===== config.mk =====
export PLATFORM = sky130hd
export DESIGN_NAME = clipped_glyph_alpha_blit
export DESIGN_NICKNAME = d
export VERILOG_FILES = /design/src/rtl/gab_pkg.sv /design/src/rtl/gab_ctrl.sv /design/src/rtl/gab_dp.sv /design/src/rtl/clipped_glyph_alpha_blit.sv
export VERILOG_INCLUDE_DIRS = /design/src /design/src/rtl
export SDC_FILE = /design/constraint.sdc
export NUM_CORES = 2
export LEC_CHECK = 0
export BUFFER_PORTS_ARGS = -buffer_cell sky130_fd_sc_hd__buf_2
export CORE_ASPECT_RATIO = 0.75
export CORE_MARGIN = 8
export CORE_UTILIZATION = 36
export DETAILED_ROUTE_END_ITERATION = 16
export PLACE_DENSITY = 0.55
export SKIP_CTS_REPAIR_TIMING = 1
export SLEW_MARGIN = 20
export SYNTH_ARGS = -nofsm -noshare
export SYNTH_HDL_FRONTEND = slang
export SYNTH_SLANG_ARGS = --single-unit

===== constraint.sdc =====
create_clock -name clk_i -period 25.3 [get_ports clk_i]
set_clock_uncertainty 0.2 [all_clocks]
set_input_delay 1.265 -clock clk_i [delete_from_list [all_inputs] [get_ports clk_i]]
set_output_delay 1.265 -clock clk_i [all_outputs]
set_load 0.01 [all_outputs]

===== src/rtl/assert_macros.svh =====
// assertion macros, included by gab_ctrl
`ifndef ASSERT_MACROS_SVH
`define ASSERT_MACROS_SVH

`ifndef ASSERT_OFF
`define ASSERT_CLK(lbl, clk, rst_n, prop) \
  lbl: assert property (@(posedge clk) disable iff (!rst_n) prop) \
    else $error("assertion failed");
`define ASSERT_NEVER(lbl, clk, rst_n, cond) \
  lbl: assert property (@(posedge clk) disable iff (!rst_n) !(cond)) \
    else $error("forbidden condition seen");
`else
`define ASSERT_CLK(lbl, clk, rst_n, prop)
`define ASSERT_NEVER(lbl, clk, rst_n, cond)
`endif

`endif


===== src/rtl/gab_pkg.sv =====
// types and constants of the glyph alpha blit
`default_nettype none

package gab_pkg;

  localparam int unsigned CFG_IDX_W  = 3;
  localparam int unsigned CFG_DATA_W = 32;

  localparam logic [CFG_IDX_W-1:0] CFG_GLYPH_COLS  = 3'd0;
  localparam logic [CFG_IDX_W-1:0] CFG_GLYPH_ROWS  = 3'd1;
  localparam logic [CFG_IDX_W-1:0] CFG_ORIGIN_X    = 3'd2;
  localparam logic [CFG_IDX_W-1:0] CFG_ORIGIN_Y    = 3'd3;
  localparam logic [CFG_IDX_W-1:0] CFG_BITMAP_COLS = 3'd4;
  localparam logic [CFG_IDX_W-1:0] CFG_BITMAP_ROWS = 3'd5;
  localparam logic [CFG_IDX_W-1:0] CFG_TEXT_COLOUR = 3'd6;

  typedef enum logic [1:0] {
    S_IDLE,
    S_WEIGHT,
    S_BLEND
  } gab_state_e;

  typedef struct packed {
    logic load_in;
    logic load_w;
    logic load_out;
  } gab_cmd_t;

endpackage

`default_nettype wire


===== src/rtl/gab_ctrl.sv =====
// controller: sequencing of one transaction and the output valid flag
`default_nettype none

module gab_ctrl (
  input  wire               clk_i,
  input  wire               rst_ni,
  input  wire               in_valid_i,
  output logic              in_stall_o,
  output logic              out_valid_o,
  input  wire               out_stall_i,
  output gab_pkg::gab_cmd_t cmd_o
);
  import gab_pkg::*;

  `include "assert_macros.svh"

  gab_state_e state_q, state_d;
  logic       out_valid_q, out_valid_d;

  always_ff @(posedge clk_i or negedge rst_ni) begin
    if (!rst_ni) begin
      state_q     <= S_IDLE;
      out_valid_q <= 1'b0;
    end else begin
      state_q     <= state_d;
      out_valid_q <= out_valid_d;
    end
  end

  always_comb begin
    state_d       = state_q;
    cmd_o.load_in  = 1'b0;
    cmd_o.load_w   = 1'b0;
    cmd_o.load_out = 1'b0;
    case (state_q)
      S_IDLE: begin
        if (in_valid_i) begin
          cmd_o.load_in = 1'b1;
          state_d       = S_WEIGHT;
        end
      end
      S_WEIGHT: begin
        cmd_o.load_w = 1'b1;
        state_d      = S_BLEND;
      end
      S_BLEND: begin
        if (!out_valid_q || !out_stall_i) begin
          cmd_o.load_out = 1'b1;
          state_d        = S_IDLE;
        end
      end
      default: begin
        state_d = S_IDLE;
      end
    endcase
  end

  always_comb begin
    if (cmd_o.load_out) begin
      out_valid_d = 1'b1;
    end else if (!out_stall_i) begin
      out_valid_d = 1'b0;
    end else begin
      out_valid_d = out_valid_q;
    end
  end

  assign in_stall_o  = (state_q != S_IDLE);
  assign out_valid_o = out_valid_q;

  `ASSERT_CLK(a_accept_starts_work, clk_i, rst_ni,
    (in_valid_i && !in_stall_o) |=> (state_q == S_WEIGHT && in_stall_o))
  `ASSERT_CLK(a_taken_result_drops, clk_i, rst_ni,
    (out_valid_o && !out_stall_i && !cmd_o.load_out) |=> !out_valid_o)
  `ASSERT_CLK(a_blend_waits_on_stall, clk_i, rst_ni,
    (state_q == S_BLEND && out_valid_o && out_stall_i) |=> (state_q == S_BLEND))
  `ASSERT_NEVER(a_no_overwrite, clk_i, rst_ni,
    cmd_o.load_out && out_valid_q && out_stall_i)

endmodule

`default_nettype wire


===== src/rtl/gab_dp.sv =====
// datapath: config registers, glyph counters, clipping, weight, blend
`default_nettype none

module gab_dp #(
  parameter int unsigned MAX_GLYPH_SIDE  = 64,
  parameter int unsigned MAX_BITMAP_SIDE = 4096
) (
  input  wire                              clk_i,
  input  wire                              rst_ni,
  input  gab_pkg::gab_cmd_t                cmd_i,
  input  wire                              cfg_we_i,
  input  wire  [gab_pkg::CFG_IDX_W-1:0]    cfg_index_i,
  input  wire  [gab_pkg::CFG_DATA_W-1:0]   cfg_data_i,
  input  wire  [7:0]                       coverage_i,
  input  wire  [31:0]                      dest_pixel_i,
  output logic [31:0]                      blended_pixel_o,
  output logic [23:0]                      pixel_index_o,
  output logic                             write_enable_o,
  output logic                             last_pixel_o
);
  import gab_pkg::*;

  localparam int unsigned CNT_W = (MAX_GLYPH_SIDE > 1) ? $clog2(MAX_GLYPH_SIDE) : 1;
  localparam logic [8:0]  GMAX  = 9'(MAX_GLYPH_SIDE);
  localparam logic [14:0] BMAX  = 15'(MAX_BITMAP_SIDE);

  // configuration
  logic [6:0]  glyph_cols_q, glyph_rows_q;
  logic [12:0] origin_x_q, origin_y_q, bitmap_cols_q, bitmap_rows_q;
  logic [31:0] colour_q;

  always_ff @(posedge clk_i or negedge rst_ni) begin
    if (!rst_ni) begin
      glyph_cols_q  <= 7'd8;
      glyph_rows_q  <= 7'd8;
      origin_x_q    <= 13'd0;
      origin_y_q    <= 13'd0;
      bitmap_cols_q <= 13'd640;
      bitmap_rows_q <= 13'd480;
      colour_q      <= 32'hFFFF_FFFF;
    end else if (cfg_we_i) begin
      case (cfg_index_i)
        CFG_GLYPH_COLS:  glyph_cols_q  <= cfg_data_i[6:0];
        CFG_GLYPH_ROWS:  glyph_rows_q  <= cfg_data_i[6:0];
        CFG_ORIGIN_X:    origin_x_q    <= cfg_data_i[12:0];
        CFG_ORIGIN_Y:    origin_y_q    <= cfg_data_i[12:0];
        CFG_BITMAP_COLS: bitmap_cols_q <= cfg_data_i[12:0];
        CFG_BITMAP_ROWS: bitmap_rows_q <= cfg_data_i[12:0];
        CFG_TEXT_COLOUR: colour_q      <= cfg_data_i;
        default: ;
      endcase
    end
  end

  // effective sizes
  logic [8:0]  gc, gr;
  logic [12:0] bc, br;

  always_comb begin
    if (glyph_cols_q == 7'd0) begin
      gc = 9'd1;
    end else if ({2'b00, glyph_cols_q} > GMAX) begin
      gc = GMAX;
    end else begin
      gc = {2'b00, glyph_cols_q};
    end
    if (glyph_rows_q == 7'd0) begin
      gr = 9'd1;
    end else if ({2'b00, glyph_rows_q} > GMAX) begin
      gr = GMAX;
    end else begin
      gr = {2'b00, glyph_rows_q};
    end
    bc = ({2'b00, bitmap_cols_q} > BMAX) ? BMAX[12:0] : bitmap_cols_q;
    br = ({2'b00, bitmap_rows_q} > BMAX) ? BMAX[12:0] : bitmap_rows_q;
  end

  // glyph counters and clipping
  logic [CNT_W-1:0]  col_q, col_d, row_q, row_d;
  logic signed [13:0] x_s, y_s;
  logic              row_end, last, in_bounds;

  always_comb begin
    x_s       = $signed({origin_x_q[12], origin_x_q}) + $signed({1'b0, 13'(col_q)});
    y_s       = $signed({origin_y_q[12], origin_y_q}) + $signed({1'b0, 13'(row_q)});
    in_bounds = !x_s[13] && !y_s[13] && (x_s[12:0] < bc) && (y_s[12:0] < br);
    row_end   = (9'(col_q) + 9'd1) >= gc;
    last      = row_end && ((9'(row_q) + 9'd1) >= gr);
    col_d     = col_q;
    row_d     = row_q;
    if (last) begin
      col_d = '0;
      row_d = '0;
    end else if (row_end) begin
      col_d = '0;
      row_d = row_q + CNT_W'(1);
    end else begin
      col_d = col_q + CNT_W'(1);
    end
  end

  always_ff @(posedge clk_i or negedge rst_ni) begin
    if (!rst_ni) begin
      col_q <= '0;
      row_q <= '0;
    end else if (cmd_i.load_in) begin
      col_q <= col_d;
      row_q <= row_d;
    end
  end

  // input capture
  logic [7:0]  cov_q;
  logic [31:0] dst_q;
  logic [12:0] x_q, y_q;
  logic        in_bounds_q, last_q;

  always_ff @(posedge clk_i) begin
    if (cmd_i.load_in) begin
      cov_q       <= coverage_i;
      dst_q       <= dest_pixel_i;
      x_q         <= x_s[12:0];
      y_q         <= y_s[12:0];
      in_bounds_q <= in_bounds;
      last_q      <= last;
    end
  end

  // weight and linear index
  logic [15:0] cov_alpha;
  logic [25:0] row_base;
  logic [25:0] idx_sum;
  logic [8:0]  w_q;
  logic [23:0] idx_q;

  assign cov_alpha = 16'(cov_q) * 16'(colour_q[31:24]);
  assign row_base  = 26'(y_q) * 26'(bc);
  assign idx_sum   = row_base + 26'(x_q);

  always_ff @(posedge clk_i) begin
    if (cmd_i.load_w) begin
      w_q   <= 9'(cov_alpha[15:8]) + 9'd1;
      idx_q <= idx_sum[23:0];
    end
  end

  // per-channel blend
  logic [23:0] mix;

  always_comb begin
    logic [7:0]  d, s, diff;
    logic [16:0] prod;
    mix = '0;
    for (int i = 0; i < 3; i++) begin
      d = dst_q[8*i +: 8];
      s = colour_q[8*i +: 8];
      if (s >= d) begin
        diff = s - d;
        prod = 17'(diff) * 17'(w_q);
        mix[8*i +: 8] = d + prod[15:8];
      end else begin
        diff = d - s;
        prod = (17'(diff) * 17'(w_q)) + 17'd255;
        mix[8*i +: 8] = d - prod[15:8];
      end
    end
  end

  always_ff @(posedge clk_i) begin
    if (cmd_i.load_out) begin
      blended_pixel_o <= in_bounds_q ? {dst_q[31:24], mix} : dst_q;
      pixel_index_o   <= in_bounds_q ? idx_q : 24'd0;
      write_enable_o  <= in_bounds_q;
      last_pixel_o    <= last_q;
    end
  end

endmodule

`default_nettype wire


===== src/rtl/clipped_glyph_alpha_blit.sv =====
// top level of the clipped glyph alpha blit
//
//  channel  direction  handshake               payload
//  in       sink       in_valid_i/in_stall_o   coverage_i, dest_pixel_i
//  out      source     out_valid_o/out_stall_i blended_pixel_o, pixel_index_o,
//                                              write_enable_o, last_pixel_o
//  cfg      sink       cfg_we_i                cfg_index_i, cfg_data_i
//
// one transaction runs through capture, weight and index multiply, then blend
// the two multiplier stages are shared in turn by one item at a time
// a finished result sits in the output register while the next item is taken
// a stalled output holds the blend stage until the register is free
// reset loads the config defaults and clears the counters and the output valid flag
`default_nettype none

module clipped_glyph_alpha_blit #(
  parameter int unsigned MAX_GLYPH_SIDE  = 64,
  parameter int unsigned MAX_BITMAP_SIDE = 4096
) (
  input  wire                            clk_i,
  input  wire                            rst_ni,
  input  wire                            in_valid_i,
  output logic                           in_stall_o,
  input  wire  [7:0]                     coverage_i,
  input  wire  [31:0]                    dest_pixel_i,
  output logic                           out_valid_o,
  input  wire                            out_stall_i,
  output logic [31:0]                    blended_pixel_o,
  output logic [23:0]                    pixel_index_o,
  output logic                           write_enable_o,
  output logic                           last_pixel_o,
  input  wire                            cfg_we_i,
  input  wire  [gab_pkg::CFG_IDX_W-1:0]  cfg_index_i,
  input  wire  [gab_pkg::CFG_DATA_W-1:0] cfg_data_i
);
  import gab_pkg::*;

  gab_cmd_t cmd;

  gab_ctrl u_ctrl (
    .clk_i      (clk_i),
    .rst_ni     (rst_ni),
    .in_valid_i (in_valid_i),
    .in_stall_o (in_stall_o),
    .out_valid_o(out_valid_o),
    .out_stall_i(out_stall_i),
    .cmd_o      (cmd)
  );

  gab_dp #(
    .MAX_GLYPH_SIDE (MAX_GLYPH_SIDE),
    .MAX_BITMAP_SIDE(MAX_BITMAP_SIDE)
  ) u_dp (
    .clk_i          (clk_i),
    .rst_ni         (rst_ni),
    .cmd_i          (cmd),
    .cfg_we_i       (cfg_we_i),
    .cfg_index_i    (cfg_index_i),
    .cfg_data_i     (cfg_data_i),
    .coverage_i     (coverage_i),
    .dest_pixel_i   (dest_pixel_i),
    .blended_pixel_o(blended_pixel_o),
    .pixel_index_o  (pixel_index_o),
    .write_enable_o (write_enable_o),
    .last_pixel_o   (last_pixel_o)
  );

endmodule

`default_nettype wire

### Word-level counts from Yosys, hierarchy flattened

Index checks and enable logic that the tools add are counted.

| cells by class | value |
|---|---|
| equality and inequality tests | 11 |
| multiplexer cells | 24 |
| multipliers | 8 |
| add/sub/neg operators | 23 |
| $lt $le $gt $ge | 11 |
| reductions and logical operators | 24 |

Operators by type and width:

| operator | number |
|---|---|
| 8-bit by 9-bit multiplier with 16-bit output | 6 |
| 8-bit subtractor | 9 |
| 16-bit by 8-bit adder with 16-bit output (second input constant) | 3 |
| 13-bit by 7-bit adder with 14-bit output | 2 |
| 13-bit > comparator (second input constant) | 2 |
| 13-bit < comparator | 2 |
| 13-bit two-way mux | 2 |
| 24-bit by 13-bit adder with 24-bit output | 1 |
| 8-bit adder | 3 |
| 8-bit greater-or-equal comparator | 3 |
| 13-bit by 13-bit multiplier with 24-bit output | 1 |
| 24-bit two-way mux | 1 |
| 6-bit two-way mux | 4 |
| 8-bit two-way mux | 3 |
| 9-bit greater-or-equal comparator | 2 |
| 9-bit two-way mux | 2 |
| 2-bit AND reduction | 9 |
| 8-bit by 8-bit multiplier with 16-bit output | 1 |
| 6-bit by 1-bit adder with 7-bit output (second input constant) | 2 |
| 7-bit > comparator (second input constant) | 2 |
| 7-bit logical NOT | 2 |
| 7-bit two-way mux | 2 |
| 6-bit by 1-bit adder with 6-bit output (second input constant) | 2 |
| 8-bit by 1-bit adder with 9-bit output (second input constant) | 1 |
| 16 further kinds | 34 |

| storage, ports and cells | value |
|---|---|
| bits of input ports | 80 |
| word-level logic and storage cells | 124 |
| output and inout port bits | 60 |
| register bits | 272 |

### Logic depth before layout (Yosys ltp)

| logic depth | value |
|---|---|
| depth in word-level cells | 7 |
| gate-level depth with buffers | 40 |

### Modules after synthesis

A second synthesis with hierarchy kept.

| unflattened totals | value |
|---|---|
| cell total of the unflattened synthesis | 3704 |
| area, all modules | 35611.7 um^2 |

By module, submodules not included:

| module | times used | cells each | area an instance (um^2) |
|---|---|---|---|
| gab_dp | 1 | 3689 | 35471.5 |
| gab_ctrl | 1 | 15 | 140.1 |

### Worst setup path after synthesis

OpenSTA, ideal clock, no wires.

| timing | value |
|---|---|
| kind | register -> register |
| start | register u_dp.dst_q[1] |
| end | register u_dp.blended_pixel_o[7] (data pin) |
| buffers on the path | 0 |
| stages on the path, launching flop included | 37 |
| arrival time | 8.058 ns |
| data required time | 24.842 ns |
| path slack | 16.785 ns |
| cell sequence | edfxtp_1 inv_1 ha_1 nor2b_1 o21ai_0 a21boi_0 o21ai_0 a21oi_1 xor2_1 and2_1 fa_1 fa_1 fa_1 inv_1 fa_1 inv_1 ha_1 and2_1 a31oi_2 o211ai_1 a21oi_1 xnor2_1 nand2b_1 o21a_1 o21ai_0 xor2_1 o21ai_0 ha_1 nand3_1 o2111ai_1 a21o_1 a21oi_1 xnor2_1 xnor2_1 or4_1 a31o_1 xnor2_1 |

| on the way | value |
|---|---|
| cells in the longest elaborated chain, start to end | 6 |

RTL lines:

| element | RTL line | source |
|---|---|---|
| start, declared | gab_dp.sv:114 | `logic [31:0] dst_q;` |
| start signal, assigned | gab_dp.sv:121 | `dst_q <= dest_pixel_i;` |
| 8-bit subtractor | gab_dp.sv:162 | `diff = d - s;` |
| 8-bit by 9-bit multiplier with 16-bit output | gab_dp.sv:163 | `prod = (17'(diff) * 17'(w_q)) + 17'd255;` |
| 16-bit by 8-bit adder with 16-bit output | gab_dp.sv:163 |  |
| 8-bit subtractor | gab_dp.sv:164 | `mix[8*i +: 8] = d - prod[15:8];` |
| 8-bit two-way mux (*) | gab_dp.sv:157 | `if (s >= d) begin` |
| 24-bit two-way mux (*) | gab_dp.sv:171 | `blended_pixel_o <= in_bounds_q ? {dst_q[31:24], mix} : dst_q;` |
| end signal, assigned | gab_dp.sv:171 |  |
| end, declared | gab_dp.sv:16 | `output logic [31:0] blended_pixel_o,` |

Mark *: on every way between the ends. The rest lies on a longest branch, timed or not.
A chain may end at the register's enable or synchronous reset.

### Worst setup path after layout

Same ends and word-level chain as after synthesis.

==> results by group <==
Final layout
  • Share of post-route cells with drive strength above 1: 0.103
  • # fillers: between 9000 and 10000
  • Fin nets: approximately 4800
  • Syn-to-layout area delta: 8.90%
  • Finished Cell Area: approximately 40000 um^2

Timing
  • Min Clock Period, post-route: about 9400 ps
  • Setup ws final: ~16000 ps
  • Final Hold Fails: 0
  • Final period util: 0.372
  • Final slew viol count: 0
  • RSZ-0062 raised after global routing: false
  • Final setup viols: 0
  • Worst-Margin Slew: approximately 1100 ps
  • Max Clock Freq: 0.106 GHz
  • Worst slew margin: 0.275
  • Sum Neg Setup Slack: 0 ps

Global route
  • Largest net degree at the start of global routing: 62
  • GR peak layer: met1
  • Vias in the first global route: approximately 26000
  • Initial antenna violation count: 4
  • Remaining Overflow, GRT: 0
  • Met1 global-route usage: 0.248
  • Total GRT Usage: 0.158
  • Met3 Usage GRT: 0.0291
  • Met2 Use GR: 0.230
  • First-pass GRT wire length: between 100000 and 150000 um

Place
  • Input/output buffers: 139
  • DP HPWL: roughly 69000 um
  • Dpl ws: between 15000 and 20000 ps
  • Dpl cell area: about 38000 um^2
  • Placer Congestion: approximately 0.84

Worst setup path
  • FF-to-FF Start: u_dp.dst_q[1]
  • CP required: 25450 ps
  • Crit path DAT: about 9600 ps
  • Critical R2R Capture: u_dp.blended_pixel_o[7]
  • Peak per-stage delay on the critical path: a little under 600 ps
  • Crit path launch: u_dp.dst_q[1]
  • CP Launch Type: flip-flop
  • R2R cell count: 36
  • Setup crit end kind: flip-flop
  • Worst R2R Setup Slack: about 16000 ps
  • Critical Path Most Common Cell: o21ai_0
  • Worst path slowest cell: fa_1
  • WS Path Type: reg2reg
  • CP max FO: 9

Floorplanning
  • Die height: 290 um
  • Die width: about 380 um
  • Core area: slightly below 100000 um^2
  • # IOs: 140
  • Rows: 100
  • Die Area: between 100000 and 150000 um^2
  • Starting Density: 0.363

Detailed routing
  • Router iterations before antenna repair: 5
  • Drt first-iter violations: between 1000 and 1500
  • Via count: roughly 25000
  • Final ANT Viol Nets: 0
  • Routed wire length: just under 90000 um
  • DR vias/cell: approximately 4.8
  • DRC viols: 0
  • Wire length per cell: approximately 17 um

CTS
  • Clk sink count: between 200 and 300
  • Clock latency on the worst-skew pair: approximately 600 ps
  • H-tree levels: 1
  • Clock root buffer: clkbuf_16
  • Max Buffers Root-to-Sink: 3
  • TritonCTS clock tree: yes
  • Reg clk slew, reported paths: approximately 70 ps
  • Num CTS Buffers: 27

Synth
  • Mux share of post-synthesis cell area: 0.0328
  • Seq cells post-synth: 272
  • Xor and xnor area share after synthesis: 0.0461
  • Post-Syn Instances: approximately 3800
  • Synth Area in Adders: 0.389
  • Complex-gate fraction of the synthesized area: 0.0757
  • Synth Flop Type: edfxtp_1
  • Register area share after synthesis: 0.212
  • Count of flip-flops with a built-in enable after synthesis: 159
  • Largest family of logic cells by synthesized area: adder cells
  • Syn nets: between 4000 and 5000
  • Mean Syn Cell Area: around 9.6 um^2
  • Yosys warnings: 0
  • Post-synth cell types: 89
  • Simple-Gate Fraction of Synth Area: 0.159
  • Async set-reset flop share out of synthesis: 0.415
  • Post-Syn Area: between 30000 and 40000 um^2

Flow run
  • Max cap viols: 0

Min path
  • Hold Crit Class: reg2reg
  • Min-Delay Endpoint: u_dp.blended_pixel_o[31]
  • Worst Hold Launch: u_dp.dst_q[31]
  • Hold path depth: 0

Outcome
  • Status: finished, final reports clean
routing by layer:
layer  wire [um]  share of wire  up-vias
met1       46800           0.53    12500
met4         771         0.0087        0
met2       35400           0.40      518
met5           0              0        -
met3        5250          0.060       63
li1            -              -    12200
cells by family (layout without fill, tap and decap cells):
group | count (synthesis) | in the layout
AO/OA/AOI/OAI | 416 | 416
other | 0 | 2
adder cells (fa/ha/maj) | 860 | 860
multiplexers | 106 | 106
flip-flops | 272 | 272
XOR/XNOR | 188 | 188
AND/OR/NAND/NOR | 1116 | 1116
buffers and inverters | 812 | 927
synth_stat cells (all sizes together), types with 41 or more instances:
cell    count  area, um^2
clkbuf    111         417
xnor2     124        1090
nor3       41         215
nor2       96         363
mux2       96        1080
a21oi     119         607
o21ai     101         509
nand2b     48         300
inv       694        2610
ha        427        5340
dfrtp      73        1830
and2      348        2180
fa        433        8670
a21o       46         345
nor2b      43         269
xor2       63         552
nand2     413        1550
edfxtp    159        4770
cell usage in the layout, fill, tap and decap left out, types with 9 or more instances in the layout:
cell type / instances
nor3_1: 39
nand4_1: 11
nor2_1: 95
nand2_1: 413
dfrtp_1: 73
dfstp_2: 40
o21a_1: 23
clkbuf_16: 27
o31ai_1: 10
o211ai_1: 9
o21bai_1: 28
nand2b_1: 48
fa_1: 433
inv_1: 693
nor4_1: 11
buf_2: 138
a31oi_1: 9
nor2b_1: 41
xnor2_1: 124
a21o_1: 46
and2_1: 347
mux2i_1: 10
nand3_1: 28
o21ai_0: 92
mux2_2: 95
xor2_1: 63
buf_4: 45
edfxtp_1: 159
a21oi_1: 115
ha_1: 427
or2_2: 10
or3_1: 17
and3_1: 13
a211oi_1: 12
layout make-up:
type / count / area [um^2] / share of cell area
diodes: 2 / 5.00 / 0.000128
multi-input cells: 2686 / 25300 / 0.646
clock inverters: 12 / 179 / 0.00456
clock buffers: 37 / 733 / 0.0187
inverters: 694 / 2610 / 0.0664
repair buffers: 184 / 1050 / 0.0267
well taps: 1326 / 1660 / 0.0423
flip-flops and latches: 272 / 7650 / 0.195
metrics by stage:
| stage | utilization | hold slack [ps] | std cells |
|---|---|---|---|
| global route | 0.395 | 230 | 5211 |
| global placement | 0.386 | 201 | 5161 |
| finish | 0.395 | 219 | 5213 |
| detailed placement | 0.386 | 205 | 5161 |
| CTS | 0.395 | 221 | 5210 |
| floorplan | - | 200 | 3770 |
flip-flops by register name, summed over array words and instances, names as in the netlist, 2 cells and up:
name	count
u_dp.blended_pixel_o	32
u_dp.colour_q	32
u_dp.dst_q	32
u_dp.idx_q	24
u_dp.pixel_index_o	24
u_dp.bitmap_cols_q	13
u_dp.bitmap_rows_q	13
u_dp.origin_x_q	13
u_dp.origin_y_q	13
u_dp.x_q	13
u_dp.y_q	13
u_dp.w_q	9
u_dp.cov_q	8
u_dp.glyph_cols_q	7
u_dp.glyph_rows_q	7
u_dp.col_q	6
u_dp.row_q	6
u_ctrl.state_q	2
worst max-delay path: cells and delay by family, from the launching register on:
family                     cells  cell delay [ps]
and+or+nand+nor                8             1690
AOI/OAI and AO/OA             12             2130
xor gates and xnor gates       5             1130
adders and majority gates      8             3290
buffers and inverters          3              260
DFF                            1              500
worst max path at each step:
stage               slack (ps)  cells after the start                 endpoint
floorplan                16780                     36  u_dp.blended_pixel_o[7]
global route             15140                     36  u_dp.blended_pixel_o[7]
global placement         16010                     36  u_dp.blended_pixel_o[7]
CTS                      15860                     36  u_dp.blended_pixel_o[7]
finish                   15890                     36  u_dp.blended_pixel_o[7]
detailed placement       15910                     36  u_dp.blended_pixel_o[7]
Power is left out: the tool's default activity adds up to more than one toggle a clock period on the data nets, which glitch-free logic cannot reach.
